$ cat src/hw/rtl/unsigned_to_ascii_formatter_macros.svh
// ----------------------------------------------------------------------------
// unsigned_to_ascii_formatter_macros.svh
// assertion helpers used by the formatter rtl
// ----------------------------------------------------------------------------
`ifndef UNSIGNED_TO_ASCII_FORMATTER_MACROS_SVH
`define UNSIGNED_TO_ASCII_FORMATTER_MACROS_SVH

// same-cycle implication, disabled while in reset
`define UTAF_ASSERT_IMP(label, clk, rst, ante, cons) \
   label: assert property (@(posedge clk) disable iff (rst) (ante) |-> (cons)) \
      else $error("utaf same-cycle check failed");

// next-cycle implication, disabled while in reset
`define UTAF_ASSERT_NXT(label, clk, rst, ante, cons) \
   label: assert property (@(posedge clk) disable iff (rst) (ante) |=> (cons)) \
      else $error("utaf next-cycle check failed");

`endif

$ cat src/hw/rtl/utaf_pkg.sv
// ----------------------------------------------------------------------------
// utaf_pkg
// types, constants and helpers for the unsigned to ascii formatter
// ----------------------------------------------------------------------------
package utaf_pkg;

   // input value and digit store geometry
   localparam int VALUE_WIDTH     = 32;
   localparam int NUM_DIGITS      = 10;
   localparam int BCD_WIDTH       = 4 * NUM_DIGITS;
   localparam int DIGIT_CNT_WIDTH = $clog2(NUM_DIGITS + 1);
   localparam int BIT_CNT_WIDTH   = $clog2(VALUE_WIDTH);

   // ascii codes
   localparam logic [7:0] CHAR_ZERO    = 8'h30;
   localparam logic [7:0] CHAR_X       = 8'h78;
   localparam logic [7:0] CHAR_UPPER_A = 8'h41;
   localparam logic [3:0] DIGIT_TEN    = 4'd10;

   // sequencer states
   typedef enum logic [2:0] {
      ST_IDLE,
      ST_CONVERT,
      ST_SKIP,
      ST_PREFIX_ZERO,
      ST_PREFIX_X,
      ST_EMIT
   } utaf_state_type;

   // status of the binary to bcd unit
   typedef struct packed {
      logic busy;
      logic done;
   } utaf_bcd_status_type;

   // one digit (0-15) to its ascii character, uppercase letters
   function automatic logic [7:0] digit_to_ascii(input logic [3:0] digit);
      logic [7:0] code;
      if (digit < DIGIT_TEN) begin
         code = CHAR_ZERO + {4'h0, digit};
      end else begin
         code = CHAR_UPPER_A + {4'h0, digit - DIGIT_TEN};
      end
      return code;
   endfunction

endpackage

$ cat src/hw/rtl/utaf_bcd_unit.sv
// ----------------------------------------------------------------------------
// utaf_bcd_unit
// shift-and-add-3 binary to bcd converter, one input bit per cycle
// ----------------------------------------------------------------------------
module utaf_bcd_unit
   import utaf_pkg::*;
(
   input  logic                       clock,
   input  logic                       reset,
   input  logic                       start,
   input  logic [VALUE_WIDTH-1:0]     value,
   output logic [BCD_WIDTH-1:0]       bcd,
   output utaf_bcd_status_type        status
);

   logic [BCD_WIDTH-1:0]     bcd_ff, bcd_in;
   logic [VALUE_WIDTH-1:0]   bin_ff, bin_in;
   logic [BIT_CNT_WIDTH-1:0] count_ff, count_in;
   logic                     busy_ff, busy_in;
   logic                     done_ff, done_in;
   logic [BCD_WIDTH-1:0]     adjusted;

   // add 3 to every digit of 5 or more before the shift
   always_comb begin
      for (int i = 0; i < NUM_DIGITS; i++) begin
         if (bcd_ff[4*i +: 4] >= 4'd5) begin
            adjusted[4*i +: 4] = bcd_ff[4*i +: 4] + 4'd3;
         end else begin
            adjusted[4*i +: 4] = bcd_ff[4*i +: 4];
         end
      end
   end

   // load on start, then shift one bit of the value in per cycle
   always_comb begin
      bcd_in   = bcd_ff;
      bin_in   = bin_ff;
      count_in = count_ff;
      busy_in  = busy_ff;
      done_in  = 1'b0;
      if (start) begin
         bcd_in   = '0;
         bin_in   = value;
         count_in = '0;
         busy_in  = 1'b1;
      end else if (busy_ff) begin
         bcd_in   = {adjusted[BCD_WIDTH-2:0], bin_ff[VALUE_WIDTH-1]};
         bin_in   = {bin_ff[VALUE_WIDTH-2:0], 1'b0};
         count_in = count_ff + 1'b1;
         if (count_ff == BIT_CNT_WIDTH'(VALUE_WIDTH - 1)) begin
            busy_in = 1'b0;
            done_in = 1'b1;
         end
      end
   end

   // control state
   always_ff @(posedge clock) begin
      if (reset) begin
         busy_ff  <= 1'b0;
         done_ff  <= 1'b0;
         count_ff <= '0;
      end else begin
         busy_ff  <= busy_in;
         done_ff  <= done_in;
         count_ff <= count_in;
      end
   end

   // datapath
   always_ff @(posedge clock) begin
      bcd_ff <= bcd_in;
      bin_ff <= bin_in;
   end

   assign bcd         = bcd_ff;
   assign status.busy = busy_ff;
   assign status.done = done_ff;

endmodule

$ cat src/hw/rtl/unsigned_to_ascii_formatter.sv
// ----------------------------------------------------------------------------
// unsigned_to_ascii_formatter
// formats a 32-bit unsigned value as decimal or 0x-prefixed hex ascii
// ----------------------------------------------------------------------------
// Usage:
//  - req channel: req_value and req_hex_mode, one transaction per number.
//  - rsp channel: one transaction per character, most significant digit
//    first, no leading zeros; rsp_last_char marks the final digit.
//  - hex mode sends '0' and 'x' first, then uppercase digits; zero gives a
//    single '0' digit in both modes.
//  - req_ready is high only while the sequencer is idle: one number at a time.
//  - decimal: after the accept cycle, the shift-and-add-3 unit converts the
//    value, the result is handed over, leading zero digits are dropped one
//    per cycle (up to 9), the skip loop is left, then one character goes out
//    per cycle unless stalled; drops plus characters always total 10.
//  - hex: the value is taken as nibbles directly: after the accept cycle,
//    leading zero nibbles are dropped one per cycle (2 to 9), the skip loop
//    is left, then one character goes out per cycle, prefix first, unless stalled.
//  - the bcd unit takes in one bit of the value per cycle.
//  - a stalled receiver holds the character in the output register and the
//    sequencer waits; the next number may enter while the final character
//    still waits to be taken.
//  - synchronous reset returns the sequencer to idle and drops rsp_valid.
// ----------------------------------------------------------------------------
`include "unsigned_to_ascii_formatter_macros.svh"

module unsigned_to_ascii_formatter
   import utaf_pkg::*;
(
   input  logic                   clock,
   input  logic                   reset,
   input  logic                   req_valid,
   output logic                   req_ready,
   input  logic [VALUE_WIDTH-1:0] req_value,
   input  logic                   req_hex_mode,
   output logic                   rsp_valid,
   input  logic                   rsp_ready,
   output logic [7:0]             rsp_ascii_char,
   output logic                   rsp_last_char
);

   utaf_state_type               state_ff, state_in;
   logic [BCD_WIDTH-1:0]         digits_ff, digits_in;
   logic [DIGIT_CNT_WIDTH-1:0]   digits_left_ff, digits_left_in;
   logic                         hex_ff, hex_in;
   logic                         rsp_valid_ff, rsp_valid_in;
   logic [7:0]                   rsp_ascii_char_ff, rsp_ascii_char_in;
   logic                         rsp_last_char_ff, rsp_last_char_in;

   logic                         req_accept;
   logic                         out_free;
   logic                         bcd_start;
   logic [BCD_WIDTH-1:0]         bcd_result;
   utaf_bcd_status_type          bcd_status;
   logic [3:0]                   top_digit;
   logic                         on_last_digit;

   localparam logic [DIGIT_CNT_WIDTH-1:0] DIGITS_FULL = DIGIT_CNT_WIDTH'(NUM_DIGITS);
   localparam logic [DIGIT_CNT_WIDTH-1:0] DIGITS_ONE  = DIGIT_CNT_WIDTH'(1);
   localparam int                         PAD_BITS    = BCD_WIDTH - VALUE_WIDTH;

   assign req_ready     = (state_ff == ST_IDLE);
   assign req_accept    = req_valid && req_ready;
   assign out_free      = !rsp_valid_ff || rsp_ready;
   assign top_digit     = digits_ff[BCD_WIDTH-1 -: 4];
   assign on_last_digit = (digits_left_ff == DIGITS_ONE);

   // binary to bcd unit, started only for decimal requests
   utaf_bcd_unit u_bcd (
      .clock  (clock),
      .reset  (reset),
      .start  (bcd_start),
      .value  (req_value),
      .bcd    (bcd_result),
      .status (bcd_status)
   );

   // next state
   always_comb begin
      state_in = state_ff;
      case (state_ff)
         ST_IDLE: begin
            if (req_accept) begin
               state_in = req_hex_mode ? ST_SKIP : ST_CONVERT;
            end
         end
         ST_CONVERT: begin
            if (bcd_status.done) begin
               state_in = ST_SKIP;
            end
         end
         ST_SKIP: begin
            if (top_digit != 4'h0 || on_last_digit) begin
               state_in = hex_ff ? ST_PREFIX_ZERO : ST_EMIT;
            end
         end
         ST_PREFIX_ZERO: begin
            if (out_free) begin
               state_in = ST_PREFIX_X;
            end
         end
         ST_PREFIX_X: begin
            if (out_free) begin
               state_in = ST_EMIT;
            end
         end
         ST_EMIT: begin
            if (out_free && on_last_digit) begin
               state_in = ST_IDLE;
            end
         end
         default: begin
            state_in = ST_IDLE;
         end
      endcase
   end

   // datapath and output register loads
   always_comb begin
      digits_in         = digits_ff;
      digits_left_in    = digits_left_ff;
      hex_in            = hex_ff;
      bcd_start         = 1'b0;
      rsp_ascii_char_in = rsp_ascii_char_ff;
      rsp_last_char_in  = rsp_last_char_ff;
      rsp_valid_in      = rsp_valid_ff && !rsp_ready;
      case (state_ff)
         ST_IDLE: begin
            if (req_accept) begin
               hex_in         = req_hex_mode;
               digits_in      = {{PAD_BITS{1'b0}}, req_value};
               digits_left_in = DIGITS_FULL;
               bcd_start      = !req_hex_mode;
            end
         end
         ST_CONVERT: begin
            if (bcd_status.done) begin
               digits_in      = bcd_result;
               digits_left_in = DIGITS_FULL;
            end
         end
         ST_SKIP: begin
            // drop one leading zero digit per cycle, keep at least one
            if (top_digit == 4'h0 && !on_last_digit) begin
               digits_in      = {digits_ff[BCD_WIDTH-5:0], 4'h0};
               digits_left_in = digits_left_ff - 1'b1;
            end
         end
         ST_PREFIX_ZERO: begin
            if (out_free) begin
               rsp_valid_in      = 1'b1;
               rsp_ascii_char_in = CHAR_ZERO;
               rsp_last_char_in  = 1'b0;
            end
         end
         ST_PREFIX_X: begin
            if (out_free) begin
               rsp_valid_in      = 1'b1;
               rsp_ascii_char_in = CHAR_X;
               rsp_last_char_in  = 1'b0;
            end
         end
         ST_EMIT: begin
            if (out_free) begin
               rsp_valid_in      = 1'b1;
               rsp_ascii_char_in = digit_to_ascii(top_digit);
               rsp_last_char_in  = on_last_digit;
               digits_in         = {digits_ff[BCD_WIDTH-5:0], 4'h0};
               digits_left_in    = digits_left_ff - 1'b1;
            end
         end
         default: begin
            rsp_valid_in = 1'b0;
         end
      endcase
   end

   // control registers
   always_ff @(posedge clock) begin
      if (reset) begin
         state_ff     <= ST_IDLE;
         rsp_valid_ff <= 1'b0;
      end else begin
         state_ff     <= state_in;
         rsp_valid_ff <= rsp_valid_in;
      end
   end

   // payload registers
   always_ff @(posedge clock) begin
      digits_ff         <= digits_in;
      digits_left_ff    <= digits_left_in;
      hex_ff            <= hex_in;
      rsp_ascii_char_ff <= rsp_ascii_char_in;
      rsp_last_char_ff  <= rsp_last_char_in;
   end

   assign rsp_valid      = rsp_valid_ff;
   assign rsp_ascii_char = rsp_ascii_char_ff;
   assign rsp_last_char  = rsp_last_char_ff;

   // checks
   `UTAF_ASSERT_NXT(a_accept_leaves_idle, clock, reset, req_accept, state_ff != ST_IDLE)
   `UTAF_ASSERT_NXT(a_decimal_starts_bcd, clock, reset,
                    req_accept && !req_hex_mode, bcd_status.busy)
   `UTAF_ASSERT_IMP(a_bcd_done_in_convert, clock, reset, bcd_status.done, state_ff == ST_CONVERT)
   `UTAF_ASSERT_IMP(a_digits_left_nonzero, clock, reset,
                    state_ff == ST_EMIT || state_ff == ST_SKIP, digits_left_ff != '0)
   `UTAF_ASSERT_IMP(a_prefix_only_hex, clock, reset,
                    state_ff == ST_PREFIX_ZERO || state_ff == ST_PREFIX_X, hex_ff)

endmodule
$ cat config.mk
export PLATFORM = sky130hd
export DESIGN_NAME = unsigned_to_ascii_formatter
export DESIGN_NICKNAME = d
export VERILOG_FILES = /design/src/hw/rtl/utaf_pkg.sv /design/src/hw/rtl/utaf_bcd_unit.sv /design/src/hw/rtl/unsigned_to_ascii_formatter.sv
export VERILOG_INCLUDE_DIRS = /design/src /design/src/hw/rtl
export SDC_FILE = /design/constraint.sdc
export NUM_CORES = 1
export LEC_CHECK = 0
export BUFFER_PORTS_ARGS = -buffer_cell sky130_fd_sc_hd__buf_2
export CAP_MARGIN = 20
export CORE_UTILIZATION = 30
export DETAILED_ROUTE_END_ITERATION = 10
export MAX_ROUTING_LAYER = met4
export PLACE_DENSITY_LB_ADDON = 0.12
export RECOVER_POWER = 50
export SYNTH_ARGS = -nofsm -noshare
export SYNTH_HDL_FRONTEND = slang
export SYNTH_SLANG_ARGS = --single-unit
$ cat constraint.sdc
create_clock -name clock -period 8.3 [get_ports clock]
set_input_delay 0.415 -clock clock [delete_from_list [all_inputs] [get_ports clock]]
set_output_delay 0.415 -clock clock [all_outputs]
set_load 0.02 [all_outputs]
==> results by group, run 1 <==
Place
  – Pre-CTS setup slack: 4.556 ns
  – GPL Wtd Cong: 0.7441
  – Detailed Place HPWL: 11.78 mm
  – IO Port Bufs: 46

Route
  – WL/cell: 15.88 um
  – Final ANT Viol Nets: 0
  – Via density: 4.970
  – Starting DRT DRC Count: 342
  – Vias: 5646
  – DR pass1 iterations: 5
  – Remaining DRCs: 0
  – Wirelength, routed: 18.04 mm

Finish
  – Layout area overhead: 13.82%
  – Nets: 864
  – ANT cells: 0
  – Share of layout cells above drive strength 1: 0.09360
  – Fillers: 2452

Global route
  – Initial antenna violation count: 0
  – Total GRT Usage: 0.1529
  – Largest net degree at the start of global routing: 81
  – First-pass GRT wire length: 29.48 mm
  – Number of global-route vias before repair: 5531
  – GRT Residual Overflow: 0

Synthesis
  – Syn avg cell area: 9.535 sq um
  – Register area share after synthesis: 0.4824
  – Synthesized netlist cell count: 777
  – Synth warn: 0
  – Post-synthesis register bit count: 136
  – Unique masters post-synth: 43
  – Post-Syn Area: 0.007408 sq mm
  – Syn_nets: 842

Worst setup path
  – Worst-path fanout max: 51
  – Worst r2r src: state_ff[1]
  – FF-to-FF setup slack: 3.97 ns
  – Worst setup SP type: flip-flop
  – Type of the worst setup path: reg -> reg
  – Crit path DAT: 4.59 ns
  – CP Capture Type: flip-flop
  – Critical path launch point: state_ff[1]
  – R2R cell count: 6
  – Critical Path RT: 8.57 ns

STA
  – RSZ-0062 raised after global routing: no
  – Setup TNS: 0 ns
  – Min Tclk post-route: 4.325 ns
  – Hold Vio Cnt, Final: 0
  – Highest Clock Rate: 231.2 MHz
  – Tcrit/Tclk final: 0.5211
  – Final max-slew violation count: 52
  – Final setup vio count: 0
  – Max_slew headroom: -0.1653
  – Setup Skew: 0.008510 ns
  – Worst-Margin Slew: 1.746 ns
  – Post-route setup slack: 3.975 ns

Clocking
  – TritonCTS clock tree: yes
  – Worst-path clk slew: 0.06 ns
  – Clk_lat worst skew: 0.42 ns
  – CTS Hold Bufs: 0
  – Clock tree buffer depth: 2
  – Post-CTS Resized: 0
  – Clock sink total: 136
  – Total CTS buffers: 17
  – CTS H-tree lvls: 4
  – Postcts setup bufs: 0
  – Root Buffer: clkbuf_16

Run
  – Max cap viols: 1

Power
  – Leak: 3.027 nW
  – Pwr dens: 386.7 mW/mm^2
  – Max VDD drop: 0.0001319 V

Die
  – # rows: 57
  – Die area: 0.02533 sq mm
  – IO Pins: 48
  – Die Height: 159.1 um
  – Starting Density: 0.3055
  – Core Area: 0.02425 sq mm
  – Die width: 159.1 um

Min path
  – Hold path depth: 2
  – Min-Delay Path Class: in -> reg
  – Hold path start: req_value[17]

Run status
  – Status: finished, violations left
  – Failing checks: max-capacitance violations, max-slew violations
## power breakdown
group	switching, mW	internal (mW)	total (mW)	leakage (nW)
Clock	0.282	0.433	0.715	0.267
Combinational	0.706	0.480	1.19	1.54
Sequential	0.270	1.09	1.36	1.22
## cell usage in the layout, fill, tap and decap left out, types with 2 or more instances in the layout
cell type   count
clkbuf_16      18
nor2b_1         3
clkinv_2        4
nand2b_1       16
mux2i_1        33
a21oi_1        65
o21ai_0        82
clkinv_1        2
nor3_1          8
a22o_1          4
ha_1           28
buf_2          35
o211ai_1        2
buf_4           6
clkbuf_1       17
or3_1           2
inv_1          28
dfxtp_2         2
nand3_1        13
a22oi_1         9
edfxtp_1       85
a21o_1          2
xnor2_1        16
and2_1          2
o22ai_1        28
mux2_1         31
nor3b_1         9
clkinvlp_4      2
a211oi_1       10
nand4_1         3
xor2_1          4
dfxtp_1        49
nand2_1        97
o21ai_1        11
nor2_1         66
nand3b_1        3
## area by class of cell
class / instances / area, sq um / share of cell area
Tap cell: 324 / 405.4 / 0.04808
Inverter: 28 / 105.1 / 0.01246
Multi-Input combinational cell: 560 / 3482 / 0.4130
Clock buffer: 23 / 479.2 / 0.05683
Timing Repair Buffer: 56 / 311.5 / 0.03695
Clock inverter: 9 / 72.57 / 0.008607
Sequential cell: 136 / 3576 / 0.4241
## worst max-delay path, cell delays in order (launching register included)
cell and delay, ns:
dfxtp_1 1.49, nand2b_1 0.48, clkbuf_1 0.56, nand2_1 0.33, clkbuf_1 0.89, o21ai_0 0.21, a21oi_1 0.17
## through the flow
stage	hold slack, ns	std cells	power (mW)	instance area, sq um	utilization
CTS	0.2592	1132	3.298	8417	0.3471
global route	0.3155	1136	3.523	8432	0.3477
floorplan	0.4435	777	2.242	7408	-
detailed placement	0.4885	1100	2.564	7865	0.3244
finish	0.3167	1136	3.261	8432	0.3477
global placement	0.4734	1100	2.507	7865	0.3244
## flip-flops by register name, summed over array words and instances, names as in the netlist
signal	cells
u_bcd.count_ff	5
u_bcd.bcd	40
u_bcd.busy_ff	1
hex_ff	1
state_ff	3
rsp_valid	1
digits_left_ff	4
digits_ff	40
rsp_ascii_char	7
u_bcd.bin_ff	32
u_bcd.done_ff	1
rsp_last_char	1
## cell families after synthesis
kind of cell | share of synthesized area
and+or+nand+nor | 0.1444
AOI/OAI and AO/OA | 0.1626
DFF | 0.4824
buffers and inverters | 0.04746
muxes | 0.09171
adders and majority gates | 0.04729
xor gates and xnor gates | 0.02364
other | 0.0005062
## Yosys cell counts
library cell | instances | share of area
xor2_1 | 4 | 0.0047
and3_1 | 1 | 0.00084
clkbuf_1 | 25 | 0.013
nor3_1 | 7 | 0.0047
o211ai_1 | 2 | 0.0020
a211oi_1 | 10 | 0.010
ha_1 | 28 | 0.047
or3_1 | 2 | 0.0017
nand3b_1 | 3 | 0.0030
o22ai_1 | 28 | 0.024
and2_1 | 3 | 0.0025
o21ai_4 | 1 | 0.0022
mux2i_1 | 33 | 0.045
o311a_1 | 1 | 0.0014
o21ai_1 | 41 | 0.028
nand2b_1 | 16 | 0.014
and3b_1 | 1 | 0.0012
a21o_1 | 2 | 0.0020
nand3_1 | 13 | 0.0088
buf_1 | 8 | 0.0041
dfxtp_1 | 51 | 0.14
nand2_8 | 1 | 0.0027
nand4_1 | 2 | 0.0017
a22o_1 | 4 | 0.0047
mux2_1 | 31 | 0.047
inv_1 | 28 | 0.014
or2_1 | 2 | 0.0017
buf_4 | 9 | 0.0091
edfxtp_1 | 85 | 0.34
o21ai_0 | 52 | 0.035
a22oi_1 | 9 | 0.0091
nand4_4 | 1 | 0.0029
nor3b_1 | 9 | 0.0091
xnor2_1 | 16 | 0.019
conb_1 | 1 | 0.00051
or3b_1 | 1 | 0.0012
a21oi_1 | 66 | 0.045
nor2b_1 | 4 | 0.0034
nor3_2 | 1 | 0.0014
nand2_1 | 97 | 0.049
buf_2 | 11 | 0.0074
or3b_4 | 1 | 0.0015
nor2_1 | 66 | 0.033
## routing by layer
| layer | up-vias | GRT usage | wire length, um |
|---|---|---|---|
| met2 | 106 | 0.2562 | 8948 |
| met3 | 14 | 0.02996 | 574 |
| met1 | 2722 | 0.1824 | 8218 |
| met4 | 0 | 0.05420 | 299 |
| met5 | - | - | 0 |
| li1 | 2804 | - | - |
## worst paths after layout
kind                           end
setup / recovery     digits_ff[25]
hold / removal    u_bcd.bin_ff[17]
setup reg to reg     digits_ff[25]
hold reg to reg      u_bcd.bcd[39]
(Power assumes the default switching activity.)
==> run 2, diff against run 1 <==
--- a/config.mk
+++ b/config.mk
@@ -6,6 +6,7 @@
 export SDC_FILE = /design/constraint.sdc
 export NUM_CORES = 1
 export LEC_CHECK = 0
+export ABC_AREA = 1
 export BUFFER_PORTS_ARGS = -buffer_cell sky130_fd_sc_hd__buf_2
 export CAP_MARGIN = 20
 export CORE_UTILIZATION = 30
==> constraint.sdc (replaced) <==
create_clock -name clock -period 3.63 [get_ports clock]
set_input_delay 0.1815 -clock clock [delete_from_list [all_inputs] [get_ports clock]]
set_output_delay 0.1815 -clock clock [all_outputs]
set_load 0.02 [all_outputs]
==> results by group, run 2 <==
Synthesis
  – Yosys top cell area share: 0.3808 (+0.03627)
  – Top post-synthesis cells by area: edfxtp_1 38%, dfxtp_1 15%, nand2_1 7.4%, inv_1 6.8%, ha_1 5.2%
  – Syn avg cell area: 9.271 sq um (-2.8%)
  – Primary FF master, synth: edfxtp_1
  – Synth warn: 0 (unchanged)
  – Unique masters post-synth: 36 (-16%)
  – Asr flop ratio synth: 0 (unchanged)
  – Synthesized netlist cell count: 723 (-6.9%)
  – Syn_nets: 788 (-6.4%)
  – Post-Syn Area: 0.006703 sq mm (-9.5%)
  – Most numerous cell in the Yosys netlist: nand2_1
  – Area leader, netlist: edfxtp_1
  – Register area share after synthesis: 0.5331 (+0.05078)
  – Most frequent cells after synthesis: 132 x nand2_1, 122 x inv_1, 85 x edfxtp_1, 58 x o21ai_0, 51 x dfxtp_1
  – EDFF count, synth: 85 (unchanged)
  – Post-synthesis register bit count: 136 (unchanged)

Power
  – Leak: 3.174 nW (+4.9%)
  – Max VDD drop: 0.0005031 V (+280%)
  – Total Power: 6.200 mW (+90%)
  – Pwr dens: 799.4 mW/mm^2 (+110%)

STA
  – Highest Clock Rate: 364.2 MHz (+58%)
  – Min Hold Slack: 0.1010 ns (-0.2157 ns)
  – Min Tclk post-route: 2.745 ns (-1.580 ns)
  – Worst-Margin Slew: 1.294 ns (-0.4517 ns)
  – Max_slew headroom: 0.1353 (+0.3006)
  – Setup TNS: 0 ns (unchanged)
  – Tcrit/Tclk final: 0.7563 (+0.2352)
  – Hold Vio Cnt, Final: 0 (unchanged)
  – RSZ-0062 raised after global routing: no
  – Setup Skew: 0.008137 ns (-0.0003729 ns)
  – Final max-slew violation count: 0 (-100%)
  – Final setup vio count: 0 (unchanged)

Clocking
  – Clock sink total: 136 (unchanged)
  – TritonCTS clock tree: yes
  – CTS H-tree lvls: 4 (unchanged)
  – Root Buffer: clkbuf_16
  – Postcts setup bufs: 0 (unchanged)
  – Total CTS buffers: 17 (unchanged)
  – Clock tree buffer depth: 2 (unchanged)
  – Worst-path clk slew: 0.06 ns (about the same)
  – Clk_lat worst skew: 0.42 ns (about the same)

Die
  – IO Pins: 48 (unchanged)
  – Die Height: 151.5 um (-4.8%)
  – Starting Density: 0.3062 (+0.0006631)
  – Die width: 151.5 um (-4.8%)
  – Core Area: 0.02189 sq mm (-9.7%)
  – Die area: 0.02294 sq mm (-9.4%)
  – # rows: 54 (-5.3%)

Route
  – DR pass1 iterations: 4 (-1)
  – Starting DRT DRC Count: 308 (-9.9%)
  – Final ANT Viol Nets: 0 (unchanged)
  – WL/cell: 14.15 um (-11%)
  – Wirelength, routed: 15.02 mm (-17%)
  – Via density: 4.697 (-5.5%)
  – Remaining DRCs: 0 (unchanged)
  – Vias: 4983 (-12%)

Worst setup path
  – CP dominant cell by count: nor2_1
  – Type of the worst setup path: reg -> reg
  – Largest stage delay on the critical path: 0.60 ns (-0.89 ns)
  – Worst-path fanout max: 81 (+59%)
  – Cell family with most CP delay: simple AND/OR/NAND/NOR gates
  – Crit path DAT: 2.85 ns (-1.74 ns)
  – Worst path bufs/invs: 1 (-1)
  – Critical Path RT: 3.74 ns (-4.83 ns)
  – Critical path's slowest cell: nand2_2
  – Worst setup SP type: flip-flop
  – CP Capture Type: flip-flop
  – CP cell instances: nor2_1 -> nand2_4 -> nor2_1 -> nand2_8 -> nand2_2 -> buf_12

Finish
  – Commonest non-fill, non-tap cell in the layout: nand2_1
  – Fillers: 2283 (-6.9%)
  – Cell area after layout: 0.007755 sq mm (-8.0%)
  – Share of layout cells above drive strength 1: 0.1024 (+0.008837)
  – Layout area overhead: 15.70%
  – Most frequent cells in the layout: 135 x nand2_1, 124 x inv_1, 85 x edfxtp_1
  – ANT cells: 0 (unchanged)
  – Nets: 833 (-3.6%)

Place
  – IO Port Bufs: 46 (unchanged)
  – Placed inst area: 0.007174 sq mm (-8.8%)
  – GPL Wtd Cong: 0.8013 (+7.7%)
  – Detailed Place HPWL: 10.02 mm (-15%)

Run status
  – Status: finished, final reports clean

Global route
  – Largest net degree at the start of global routing: 82 (+1.2%)
  – First-pass GRT wire length: 24.52 mm (-17%)
  – Total GRT Usage: 0.1445 (-0.008360)
  – Initial antenna violation count: 0 (unchanged)
  – Number of global-route vias before repair: 4907 (-11%)
  – GRT Residual Overflow: 0 (unchanged)

Min path
  – Min-Delay Path Class: in -> reg

Run
  – Max cap viols: 0 (-1)
run 2: cell types whose count changed after synthesis, sizes merged, moves of 27 or more:
cell	change
inv	+100
nand2	+42
a21oi	-38
mux2i	-33
mux2	-31
o221ai	+28
nor2	-27
run 2: worst paths after layout:
check                     from                 to  slack, ns  depth (start not counted)
max                state_ff[2]   u_bcd.bin_ff[28]       0.88                          6
min               req_value[0]    u_bcd.bin_ff[0]       0.10                          3
max reg2reg        state_ff[2]   u_bcd.bin_ff[28]       0.88                          6
min reg2reg  u_bcd.count_ff[4]  u_bcd.count_ff[4]       0.47                          2
run 2: stage by stage:
stage                     utilization  worst slack (ns)  cells
after floorplan                     -            0.5313    723
after global placement         0.3277             1.328   1027
after detailed placement       0.3277             1.269   1027
after CTS                      0.3575             1.270   1061
after global routing           0.3543            0.6749   1061
final                          0.3543            0.8846   1061
run 2: cells by family (layout without fill, tap and decap cells):
family                   count (synthesis)  count (layout)  share of synthesized area
XOR/XNOR                                18              18                    0.02352
AO/OA/AOI/OAI                          177             177                     0.1576
flip-flops                             136             136                     0.5331
buffers and inverters                  154             212                    0.09632
adder cells (fa/ha/maj)                 28              28                    0.05227
other                                    1               1                  0.0005595
AND/OR/NAND/NOR                        209             209                     0.1366
run 2: worst min-delay path, delay by kind of cell:
| kind | cells | cell delay, ns |
|---|---|---|
| and+or+nand+nor | 1 | 0.09 |
| buffers and inverters | 2 | 0.13 |
run 2: where the power goes:
group / switching (mW) / internal [mW] / total [mW]
clock network: 0.653 / 1.18 / 1.84
logic: 1.34 / 0.482 / 1.82
registers: 0.167 / 2.37 / 2.54
total: 2.16 / 4.04 / 6.20
run 2: area by class of cell:
class / count / area (sq um) / share of cell area
clock buffer: 20 / 456.7 / 0.05889
clock inverter: 12 / 173.9 / 0.02243
inverter: 128 / 483.0 / 0.06228
multi-input combinational: 433 / 2439 / 0.3145
sequential: 136 / 3573 / 0.4608
tap: 280 / 350.3 / 0.04518
timing repair buffer: 52 / 279.0 / 0.03598
run 2: metal layers:
layer  track usage  share of wire  routed length, um  up-vias
met5             -              0                  0        -
met4       0.05400          0.018                273        0
met3       0.03263          0.029                442       22
met2        0.2256           0.46               6912       72
met1        0.1822           0.49               7387     2356
li1              -              -                  -     2533
run 2: repair_timing:
action / CTS / global route
endpoints found under the setup margin: 0 / 0
hold endpoints to repair: 3 / 0
resized for setup: 0 / 0
hold buffers: 2 / 0
